`src/rtl/etccr_pkg.sv`:
```
// Package for the edge-timestamp clock recovery PLL.
// Holds widths, reset values, loop gains, payload types and the control/status structs.
// No dependencies.
package etccr_pkg;

    localparam int TIME_W = 48;   // timestamp width
    localparam int NOM_W  = 40;   // integer period width
    localparam int FRAC_W = 16;   // period fraction bits
    localparam int PER_W  = 56;   // fixed-point period width
    localparam int POS_W  = 64;   // NCO position width
    localparam int DPH_W  = 66;   // raw phase error width
    localparam int DIV_W  = 64;   // divider dividend / quotient width
    localparam int DVS_W  = 48;   // divider divisor width
    localparam int MAG_W  = 62;   // saturated error magnitude width
    localparam int GAIN_W = 25;   // Q32 gain width
    localparam int PROD_W = 57;   // 32 x 25 product
    localparam int ACC_W  = 58;
    localparam int TERM_W = 60;
    localparam int UIC_W  = 46;   // saturated integer error width

    localparam logic [NOM_W-1:0]  NOM_RST  = 40'd800000;
    localparam logic [NOM_W-1:0]  MINP_RST = 40'd2;
    localparam logic [TIME_W-1:0] TIME_MAX = {TIME_W{1'b1}};
    localparam logic [UIC_W-1:0]  UI_LIM   = {UIC_W{1'b1}};
    localparam logic [MAG_W-1:0]  Q_LIM    = {MAG_W{1'b1}};
    localparam logic [PER_W-1:0]  PER_MAX  = {PER_W{1'b1}};

    localparam logic [GAIN_W-1:0] G_FREQ  = 25'd25769804;  // 0.006
    localparam logic [GAIN_W-1:0] G_PHASE = 25'd8589935;   // 0.002
    localparam logic [GAIN_W-1:0] G_BANG  = 25'd10737418;  // 0.0025

    typedef struct packed {
        logic [TIME_W-1:0] edge_time;
        logic              final_edge;
    } t_in;

    typedef struct packed {
        logic [TIME_W-1:0] tick_time;
        logic [1:0]        tick_status;
        logic              run_last;
    } t_out;

    typedef enum logic [1:0] {
        ST_NORMAL   = 2'd0,
        ST_NYQUIST  = 2'd1,
        ST_OVERRUN  = 2'd2,
        ST_END      = 2'd3
    } t_status;

    typedef enum logic [1:0] {
        CFG_NOMINAL     = 2'd0,
        CFG_MIN_PERIOD  = 2'd1,
        CFG_CAPTURE_END = 2'd2
    } t_cfg_idx;

    typedef enum logic [2:0] {
        MOP_NONE = 3'd0,
        MOP_FHI  = 3'd1,
        MOP_FLO  = 3'd2,
        MOP_PHI  = 3'd3,
        MOP_PLO  = 3'd4,
        MOP_BHI  = 3'd5,
        MOP_BLO  = 3'd6
    } t_mop;

    typedef struct packed {
        logic    take;
        logic    seed;
        logic    set_half;
        logic    set_prev;
        logic    f1;
        logic    f2;
        logic    f3;
        logic    div_start;
        logic    div_sel;     // 0: UI count, 1: per-UI length
        logic    take_n;
        logic    freq_off;
        logic    fdp;
        logic    mag;
        t_mop    mop;
        logic    term_freq;
        logic    term_phase;
        logic    pupd;
        logic    tp_upd;
        logic    nudge;
        logic    adv;
        logic    emit;
        t_status emit_status;
        logic    pend_wr;
        t_status pend_status;
        logic    finalize;
    } t_cmd;

    typedef struct packed {
        logic fin;
        logic have_prev;
        logic fold;
        logic cap_hit;
        logic freq_en;
        logic n_zero;
        logic div_busy;
        logic nyq;
        logic pend_valid;
        logic out_free;
    } t_sts;

endpackage

```
`src/rtl/etccr_ctrl.sv`:
```
// Controller: loop phase, per-edge tick count and the sequencer that drives the datapath.
// Depends on etccr_pkg.
module etccr_ctrl import etccr_pkg::*; #(
    parameter int MAX_TICKS_PER_EDGE = 64
) (
    input  logic i_clk,
    input  logic i_rst_n,
    input  logic i_in_valid,
    output logic o_in_ready,
    input  t_sts i_sts,
    output t_cmd o_cmd
);

    localparam int CNT_W = $clog2(MAX_TICKS_PER_EDGE + 1);

    typedef enum logic [29:0] {
        S_WAIT  = 30'd1 << 0,
        S_START = 30'd1 << 1,
        S_LOOP  = 30'd1 << 2,
        S_CHK   = 30'd1 << 3,
        S_F1    = 30'd1 << 4,
        S_F2    = 30'd1 << 5,
        S_F3    = 30'd1 << 6,
        S_D1    = 30'd1 << 7,
        S_D1W   = 30'd1 << 8,
        S_NCHK  = 30'd1 << 9,
        S_D2    = 30'd1 << 10,
        S_D2W   = 30'd1 << 11,
        S_FDP   = 30'd1 << 12,
        S_MAG   = 30'd1 << 13,
        S_M0    = 30'd1 << 14,
        S_M1    = 30'd1 << 15,
        S_M2    = 30'd1 << 16,
        S_M3    = 30'd1 << 17,
        S_M4    = 30'd1 << 18,
        S_M5    = 30'd1 << 19,
        S_M6    = 30'd1 << 20,
        S_PUPD  = 30'd1 << 21,
        S_TP    = 30'd1 << 22,
        S_B1    = 30'd1 << 23,
        S_B2    = 30'd1 << 24,
        S_B3    = 30'd1 << 25,
        S_EMIT  = 30'd1 << 26,
        S_ADV   = 30'd1 << 27,
        S_ADV2  = 30'd1 << 28,
        S_END   = 30'd1 << 29
    } t_state;

    typedef enum logic [3:0] {
        PH_IDLE = 4'b0001,
        PH_TOP  = 4'b0010,
        PH_ITER = 4'b0100,
        PH_STOP = 4'b1000
    } t_phase;

    t_state           r_state, n_state;
    t_phase           r_phase, n_phase;
    logic [CNT_W-1:0] r_count, n_count;
    logic             r_nyq, n_nyq;
    t_cmd             w_cmd;

    assign o_in_ready = (r_state == S_WAIT);

    always_comb begin
        n_state = r_state;
        n_phase = r_phase;
        n_count = r_count;
        n_nyq   = r_nyq;
        w_cmd   = '0;
        w_cmd.mop         = MOP_NONE;
        w_cmd.emit_status = ST_NORMAL;
        w_cmd.pend_status = ST_NORMAL;
        case (r_state)
            S_WAIT: begin
                if (i_in_valid) begin
                    w_cmd.take = 1'b1;
                    n_count    = '0;
                    n_nyq      = 1'b0;
                    n_state    = S_START;
                end
            end
            S_START: begin
                case (r_phase)
                    PH_IDLE: begin
                        w_cmd.seed = 1'b1;
                        n_phase    = PH_TOP;
                        n_state    = S_END;
                    end
                    PH_STOP: n_state = S_END;
                    default: n_state = S_LOOP;
                endcase
            end
            S_LOOP: begin
                if (r_phase == PH_TOP) begin
                    if (i_sts.fin || i_sts.cap_hit) begin
                        n_phase = PH_STOP;
                        n_state = S_END;
                    end else begin
                        w_cmd.set_half = 1'b1;
                        n_phase        = PH_ITER;
                        n_state        = S_CHK;
                    end
                end else begin
                    n_state = S_CHK;
                end
            end
            S_CHK: begin
                if (!i_sts.fin && i_sts.fold) begin
                    if (i_sts.have_prev) begin
                        n_state = S_F1;
                    end else begin
                        w_cmd.set_prev = 1'b1;
                        n_state        = S_END;
                    end
                end else begin
                    n_state = S_EMIT;
                end
            end
            S_F1: begin w_cmd.f1 = 1'b1; n_state = S_F2; end
            S_F2: begin w_cmd.f2 = 1'b1; n_state = S_F3; end
            S_F3: begin
                w_cmd.f3 = 1'b1;
                n_state  = i_sts.freq_en ? S_D1 : S_FDP;
            end
            S_D1: begin
                w_cmd.div_start = 1'b1;
                n_state         = S_D1W;
            end
            S_D1W: begin
                if (!i_sts.div_busy) begin
                    w_cmd.take_n = 1'b1;
                    n_state      = S_NCHK;
                end
            end
            S_NCHK: begin
                if (i_sts.n_zero) begin
                    w_cmd.freq_off = 1'b1;
                    n_state        = S_FDP;
                end else begin
                    n_state = S_D2;
                end
            end
            S_D2: begin
                w_cmd.div_start = 1'b1;
                w_cmd.div_sel   = 1'b1;
                n_state         = S_D2W;
            end
            S_D2W: begin
                if (!i_sts.div_busy) begin
                    n_state = S_FDP;
                end
            end
            S_FDP: begin w_cmd.fdp = 1'b1; n_state = S_MAG; end
            S_MAG: begin w_cmd.mag = 1'b1; n_state = S_M0; end
            S_M0:  begin w_cmd.mop = MOP_FHI; n_state = S_M1; end
            S_M1:  begin w_cmd.mop = MOP_FLO; n_state = S_M2; end
            S_M2:  n_state = S_M3;
            S_M3: begin
                w_cmd.term_freq = 1'b1;
                w_cmd.mop       = MOP_PHI;
                n_state         = S_M4;
            end
            S_M4:  begin w_cmd.mop = MOP_PLO; n_state = S_M5; end
            S_M5:  n_state = S_M6;
            S_M6:  begin w_cmd.term_phase = 1'b1; n_state = S_PUPD; end
            S_PUPD: begin w_cmd.pupd = 1'b1; n_state = S_TP; end
            S_TP: begin
                w_cmd.tp_upd = 1'b1;
                w_cmd.mop    = MOP_BHI;
                n_state      = S_B1;
            end
            S_B1:  begin w_cmd.mop = MOP_BLO; n_state = S_B2; end
            S_B2:  n_state = S_B3;
            S_B3: begin
                w_cmd.nudge = 1'b1;
                if (i_sts.nyq) begin
                    n_nyq   = 1'b1;
                    n_state = S_EMIT;
                end else begin
                    n_state = S_END;
                end
            end
            S_EMIT: begin
                if (r_count >= CNT_W'(MAX_TICKS_PER_EDGE)) begin
                    w_cmd.pend_wr     = 1'b1;
                    w_cmd.pend_status = ST_OVERRUN;
                    n_phase           = PH_STOP;
                    n_state           = S_END;
                end else if (!i_sts.pend_valid || i_sts.out_free) begin
                    w_cmd.emit        = 1'b1;
                    w_cmd.emit_status = r_nyq ? ST_NYQUIST : ST_NORMAL;
                    n_count           = r_count + 1'b1;
                    if (r_nyq) begin
                        n_phase = PH_STOP;
                        n_state = S_END;
                    end else begin
                        n_state = S_ADV;
                    end
                end
            end
            S_ADV: begin w_cmd.adv = 1'b1; n_state = S_ADV2; end
            S_ADV2: begin
                if (i_sts.fin || i_sts.cap_hit) begin
                    w_cmd.pend_wr     = 1'b1;
                    w_cmd.pend_status = ST_END;
                    n_phase           = PH_STOP;
                    n_state           = S_END;
                end else begin
                    n_phase = PH_TOP;
                    n_state = S_LOOP;
                end
            end
            S_END: begin
                if (!i_sts.pend_valid || i_sts.out_free) begin
                    w_cmd.finalize = i_sts.pend_valid;
                    if (i_sts.fin) begin
                        n_phase = PH_IDLE;
                    end
                    n_state = S_WAIT;
                end
            end
            default: n_state = S_WAIT;
        endcase
    end

    always_ff @(posedge i_clk) begin
        if (!i_rst_n) begin
            r_state <= S_WAIT;
            r_phase <= PH_IDLE;
            r_count <= '0;
            r_nyq   <= 1'b0;
        end else begin
            r_state <= n_state;
            r_phase <= n_phase;
            r_count <= n_count;
            r_nyq   <= n_nyq;
        end
    end

    assign o_cmd = w_cmd;

    // a pending tick is never overwritten before it moves to the output
    a_pend_safe: assert property (@(posedge i_clk) disable iff (!i_rst_n)
        (w_cmd.emit && i_sts.pend_valid) |-> i_sts.out_free)
        else $error("pending tick overwritten");

    // every tick of an item has left the pending slot before the next item
    a_take_clean: assert property (@(posedge i_clk) disable iff (!i_rst_n)
        w_cmd.take |-> !i_sts.pend_valid)
        else $error("item taken with tick pending");

    a_count_lim: assert property (@(posedge i_clk) disable iff (!i_rst_n)
        r_count <= CNT_W'(MAX_TICKS_PER_EDGE))
        else $error("tick count beyond limit");

    a_div_idle: assert property (@(posedge i_clk) disable iff (!i_rst_n)
        w_cmd.div_start |-> !i_sts.div_busy)
        else $error("divider restarted while busy");

    // the item's final flag keeps its value across a finalize
    a_final_last: assert property (@(posedge i_clk) disable iff (!i_rst_n)
        w_cmd.finalize |=> i_sts.fin == $past(i_sts.fin))
        else $error("final flag changed at end of item");

endmodule

```
`config.mk`:
```
export PLATFORM = sky130hd
export DESIGN_NAME = etccr_ctrl
export DESIGN_NICKNAME = d
export VERILOG_FILES = /design/src/rtl/etccr_pkg.sv /design/src/rtl/etccr_ctrl.sv
export SDC_FILE = /design/constraint.sdc
export NUM_CORES = 1
export LEC_CHECK = 0
export BUFFER_PORTS_ARGS = -buffer_cell sky130_fd_sc_hd__buf_2
export CORE_MARGIN = 3
export CORE_UTILIZATION = 50
export CTS_BUF_LIST = sky130_fd_sc_hd__clkbuf_4 sky130_fd_sc_hd__clkbuf_8
export DETAILED_ROUTE_END_ITERATION = 7
export PLACE_DENSITY_LB_ADDON = 0.25
export SLEW_MARGIN = 20
export SYNTH_ARGS = -nofsm -noshare
export SYNTH_HDL_FRONTEND = slang
export SYNTH_SLANG_ARGS = --single-unit
```
`constraint.sdc`:
```
create_clock -name i_clk -period 2.27 [get_ports i_clk]
set_input_delay 0.1135 -clock i_clk [delete_from_list [all_inputs] [get_ports i_clk]]
set_output_delay 0.1135 -clock i_clk [all_outputs]
set_load 0.02 [all_outputs]
```
# [Yosys cells after proc, flatten, opt, wreduce, memory -nomap -nowiden]
# Index checks and enable logic that the tools add are counted.
[word_totals] in_bits=13 register_bits=42 output_inout_bits=30 wordCells=136
[op_classes] order_cmp=1 n_eq_ne=45 add_sub_neg=1 reduce_logical=14 muxes=71
[ops] operator="30-bit case mux with 30 select lines" n=1
[ops] operator="30-bit 2-to-1 mux" n=14
[ops] operator="4-bit 2-to-1 mux" n=9
[ops] operator="1-bit 2-to-1 mux" n=32
[ops] operator="30-bit by 1-bit equality test with 1-bit output, second input constant" n=1
[ops] operator="30-bit by 10-bit equality test with 1-bit output, second input constant" n=1
[ops] operator="30-bit by 11-bit equality test with 1-bit output, second input constant" n=1
[ops] operator="30-bit by 12-bit equality test with 1-bit output, second input constant" n=1
[ops] operator="30-bit by 13-bit equality test with 1-bit output, second input constant" n=1
[ops] operator="30-bit by 14-bit equality test with 1-bit output, second input constant" n=1
[ops] operator="30-bit by 15-bit equality test with 1-bit output, second input constant" n=1
[ops] operator="30-bit by 16-bit equality test with 1-bit output, second input constant" n=1
[ops] operator="30-bit by 17-bit equality test with 1-bit output, second input constant" n=1
[ops] operator="30-bit by 18-bit equality test with 1-bit output, second input constant" n=1
[ops] operator="30-bit by 19-bit equality test with 1-bit output, second input constant" n=1
[ops] operator="30-bit by 2-bit equality test with 1-bit output, second input constant" n=1
[ops] operator="30-bit by 20-bit equality test with 1-bit output, second input constant" n=1
[ops] operator="30-bit by 21-bit equality test with 1-bit output, second input constant" n=1
[ops] operator="30-bit by 22-bit equality test with 1-bit output, second input constant" n=1
[ops] operator="30-bit by 23-bit equality test with 1-bit output, second input constant" n=1
[ops] operator="30-bit by 24-bit equality test with 1-bit output, second input constant" n=1
[ops] operator="30-bit by 25-bit equality test with 1-bit output, second input constant" n=1
[ops] operator="30-bit by 26-bit equality test with 1-bit output, second input constant" n=1
[ops] operator="30-bit by 27-bit equality test with 1-bit output, second input constant" n=1
[ops] operator="36 further kinds" n=56

# [Depth between registers and ports, before layout]
[logic_depth] word_depth=5 depth_mapped=8 depth_no_buf=7

# [Worst setup path before layout]
# OpenSTA, ideal clock, no wires.
[synth_path] path_type="register -> output" from="reg r_state[8]" to="out o_cmd[3] (netlist name)" setup_slack_ns=-0.337 arrival_time_ns=2.493 required_ns=2.156 stages_incl_launch_ff=9 cell_sequence="dfxtp_1 -> buf_6 -> nor4_4 -> nand4_4 -> buf_6 -> nor4_1 -> nor2b_1 -> a21o_1 -> buf_4"
[synth_rtl] item="from (decl)" line_no="etccr_ctrl.sv:56" rtl="t_state r_state, n_state;"
[synth_rtl] item="from (signal assigned)" line_no="etccr_ctrl.sv:233" rtl="r_state <= n_state;"
[synth_rtl] item="to (decl)" line_no="etccr_ctrl.sv:11" rtl="output t_cmd o_cmd"

==> reports/metrics.yaml <==
clock_network:
  clk_latency_ps: 310
  cts_htree_levels: 2
  clkTransAtPathRegs_ps: 90
  cts_hold_buf: 0
  cts_sinks: 42
  cts_buffer_depth: 2
  cts-root-buf: "clkbuf_8"
  cts_buffers: 5
  cts_tree: "done"
layout:
  multi_input_area_um2: 2280
  nets: 504
  syn_to_final_growth_pct: 74.3
  fillers: 179
  final_common_cell: "buf_4"
  regArea_um2: 885
  diodes: 0
  final_cell_mix: "buf_4, buf_6, nor2_1, dfxtp_1"
  final_util_pct: 91.9
  stdcell_area_um2: 4780
  drive_gt1_share_pct: 59.1
synthesis:
  synth-compound-area-share_pct: 13.4
  synthSimpleGateAreaFrac_pct: 47.8
  muxShareOfSynthArea_pct: 0
  syn_nets: 342
  yosys_register_bits: 42
  synth_xor_area_share_pct: 2.55
  synthFlopType: "dfxtp_1"
  synth_cell_types: 62
  synth_top_family_by_area: "simple AND/OR/NAND/NOR gates"
  async_reset_ff_share_pct: 0
  synthTopCellsByArea: "dfxtp_1, nor4_4, nor2_1, nand2_1, nand2b_1"
  synth_warnings: 0
  yosysSeqAreaShare_pct: 30.7
  syn_inst: 327
  synth_edf_count: 0
  synth_adder_area_share_pct: 0.912
  syn_area_um2: 2740
  synth_top_area_share_pct: 30.7
  avgSynthCellArea_um2: 8.39
  yosys.area.top_type: "dfxtp_1"
pwr:
  clkPwrFrac_pct: 15.2
  swShare_pct: 42.0
  power_leakage_nw: 2.05
  p_sw_mw: 1.40
  power_frac_comb_pct: 59.9
  p_int_mw: 1.93
  irDropWorstVdd_mv: 0.459
  p_per_area_nw_per_um2: 695
  pwr-share-seq_pct: 24.9
die:
  core_area_um2: 5200
  initial_core_util_pct: 52.7
  std_cell_rows: 26
  die_w_um: 80.1
  fp.dieH_um: 80.1
  ioPinCount: 43
  die_area_um2: 6410
route:
  drt_first_pass_iters: 8
  wl_per_cell_um: 26.1
  drc: 10
  vias: 3975
  ant_nets: 0
  drt_iter0_drc: 653
  vias_per_cell: 7.11
  routed_wl_mm: 14.6
sta:
  slew_violations: 0
  setup_slack_ps: -416
  rsz0062_at_grt: "yes"
  skew_ps: 6.02
  clock.fmax_mhz: 372
  hold_viol_final: 0
  finalCriticalPeriod_ps: 2690
  timing.final.crit_share_pct: 118
  relSlewSlack_pct: 56.7
  tightestPinTransition_ps: 646
  hold_slack_ps: 3.81
  setup_viol_count_final: 63
placed_design:
  place_area_um2: 3520
  port_buffers: 41
  hpwl_mm: 6.99
  gp_congestion: 1.07
grt:
  grt_pass1_wl_mm: 16.8
  grt_pass1_vias: 3392
  grt_overflow_total: 0
  grt_max_degree: 13
  grt_usage_pct: 33.7
  grt_antenna_before_repair: 0
setup_path:
  cp.arrival_ps: 2570
  start_kind: "flop"
  r2r-start: "r_state[23]"
  crit_path_start: "r_state[1]"
  end_kind: "output port"
  worstPathRequired_ps: 2160
  crit_fanout: 5
  critPathKind: "flop to output port"
flow_run:
  max-cap-violations: 0
hold_path:
  min_from: "i_sts[4]"
  min_path_type: "input port to flop"
run_status:
  violations: "DRC, setup timing"
  status: "finished with violations"
## critical path, stage by stage, from the launching register on
cell	delay, ps
dfxtp_2	370
nor4_4	330
buf_4	170
buf_4	150
nand3_2	180
buf_4	210
nor4_2	380
a31oi_2	190
nand2_1	150
buf_6	130
## kinds of logic after synthesis
group           Yosys count
simple gates            197
compound gates           51
flops                    42
buf+inv                  26
xor+xnor                  8
fa+ha+maj                 2
other cells               1
## layer usage
metal | part of all wire, % | vias up | routed length (um) | global-route usage (%)
li1 | - | 1563 | - | -
met1 | 34 | 1874 | 5000 | 41.4
met2 | 46 | 395 | 6660 | 55.9
met3 | 12 | 143 | 1730 | 7.51
met4 | 8.1 | 0 | 1180 | 15.0
met5 | 0 | - | 0 | 0
## stage by stage
step,cells,total power [mW],worst slack [ps],setup TNS (ps)
2_1_floorplan,327,1.43,-86.3,-86.3
3_3_place_gp,495,1.86,-36.7,-46.3
3_5_place_dp,495,1.87,-52.5,-164
4_1_cts,528,2.68,-194,-2440
5_1_grt,559,3.38,-547,-15860
6_report,559,3.32,-416,-12170
## sequential cells by signal (all words and copies together), names as in the netlist
register and cells:
r_phase 4, r_nyq 1, r_count 7, r_state 30
## cell usage after synthesis, types with 3 or more instances
cell type,instances
inv_1,13
a21oi_1,13
nand3b_1,6
nor4_4,8
xor2_1,3
xnor2_1,5
clkbuf_1,3
nand4b_1,5
nand3_1,9
o211ai_1,3
nand2_1,22
o21ai_0,8
and2_1,5
or4_1,7
inv_2,3
or3_1,12
buf_4,3
nor4_2,3
nor4_1,12
a211oi_1,6
or4_4,3
nand4_1,11
nor4b_1,4
dfxtp_1,42
and3_1,5
nand2b_1,12
nor2b_1,4
nor3_1,13
nor2_1,41
nor3b_1,5
## power by group through the flow
stage | sequential, mW | combinational [mW] | clock [mW]
2_1_floorplan | 0.824 | 0.608 | 0
4_1_cts | 0.822 | 1.38 | 0.486
3_3_place_gp | 0.832 | 1.02 | 0
6_report | 0.827 | 1.99 | 0.506
5_1_grt | 0.829 | 2.04 | 0.515
3_5_place_dp | 0.835 | 1.03 | 0
## layout make-up
class / instances / share of cell area, %
tap: 70 / 1.83
clock buffer: 5 / 1.44
clock inverter: 2 / 0.209
timing repair buffer: 164 / 28.8
sequential: 42 / 18.5
multi-input combinational: 259 / 47.7
inverter: 17 / 1.60
## final timing paths
| check | endpoint | slack, ps | cells past startpoint |
|---|---|---|---|
| worst max-delay path | o_cmd[14] | -420 | 9 |
| worst min-delay path | r_state[10] | 4 | 2 |
| worst max register to register | r_count[4] | -270 | 13 |
| worst min register to register | r_count[5] | 520 | 2 |
## repair_timing
item	CTS	global route
endpoints found under the setup margin	26	67
buffers inserted	26	31
pin swaps	36	43
resized for setup	102	98
Note: power is estimated with default switching activity, not from simulation.
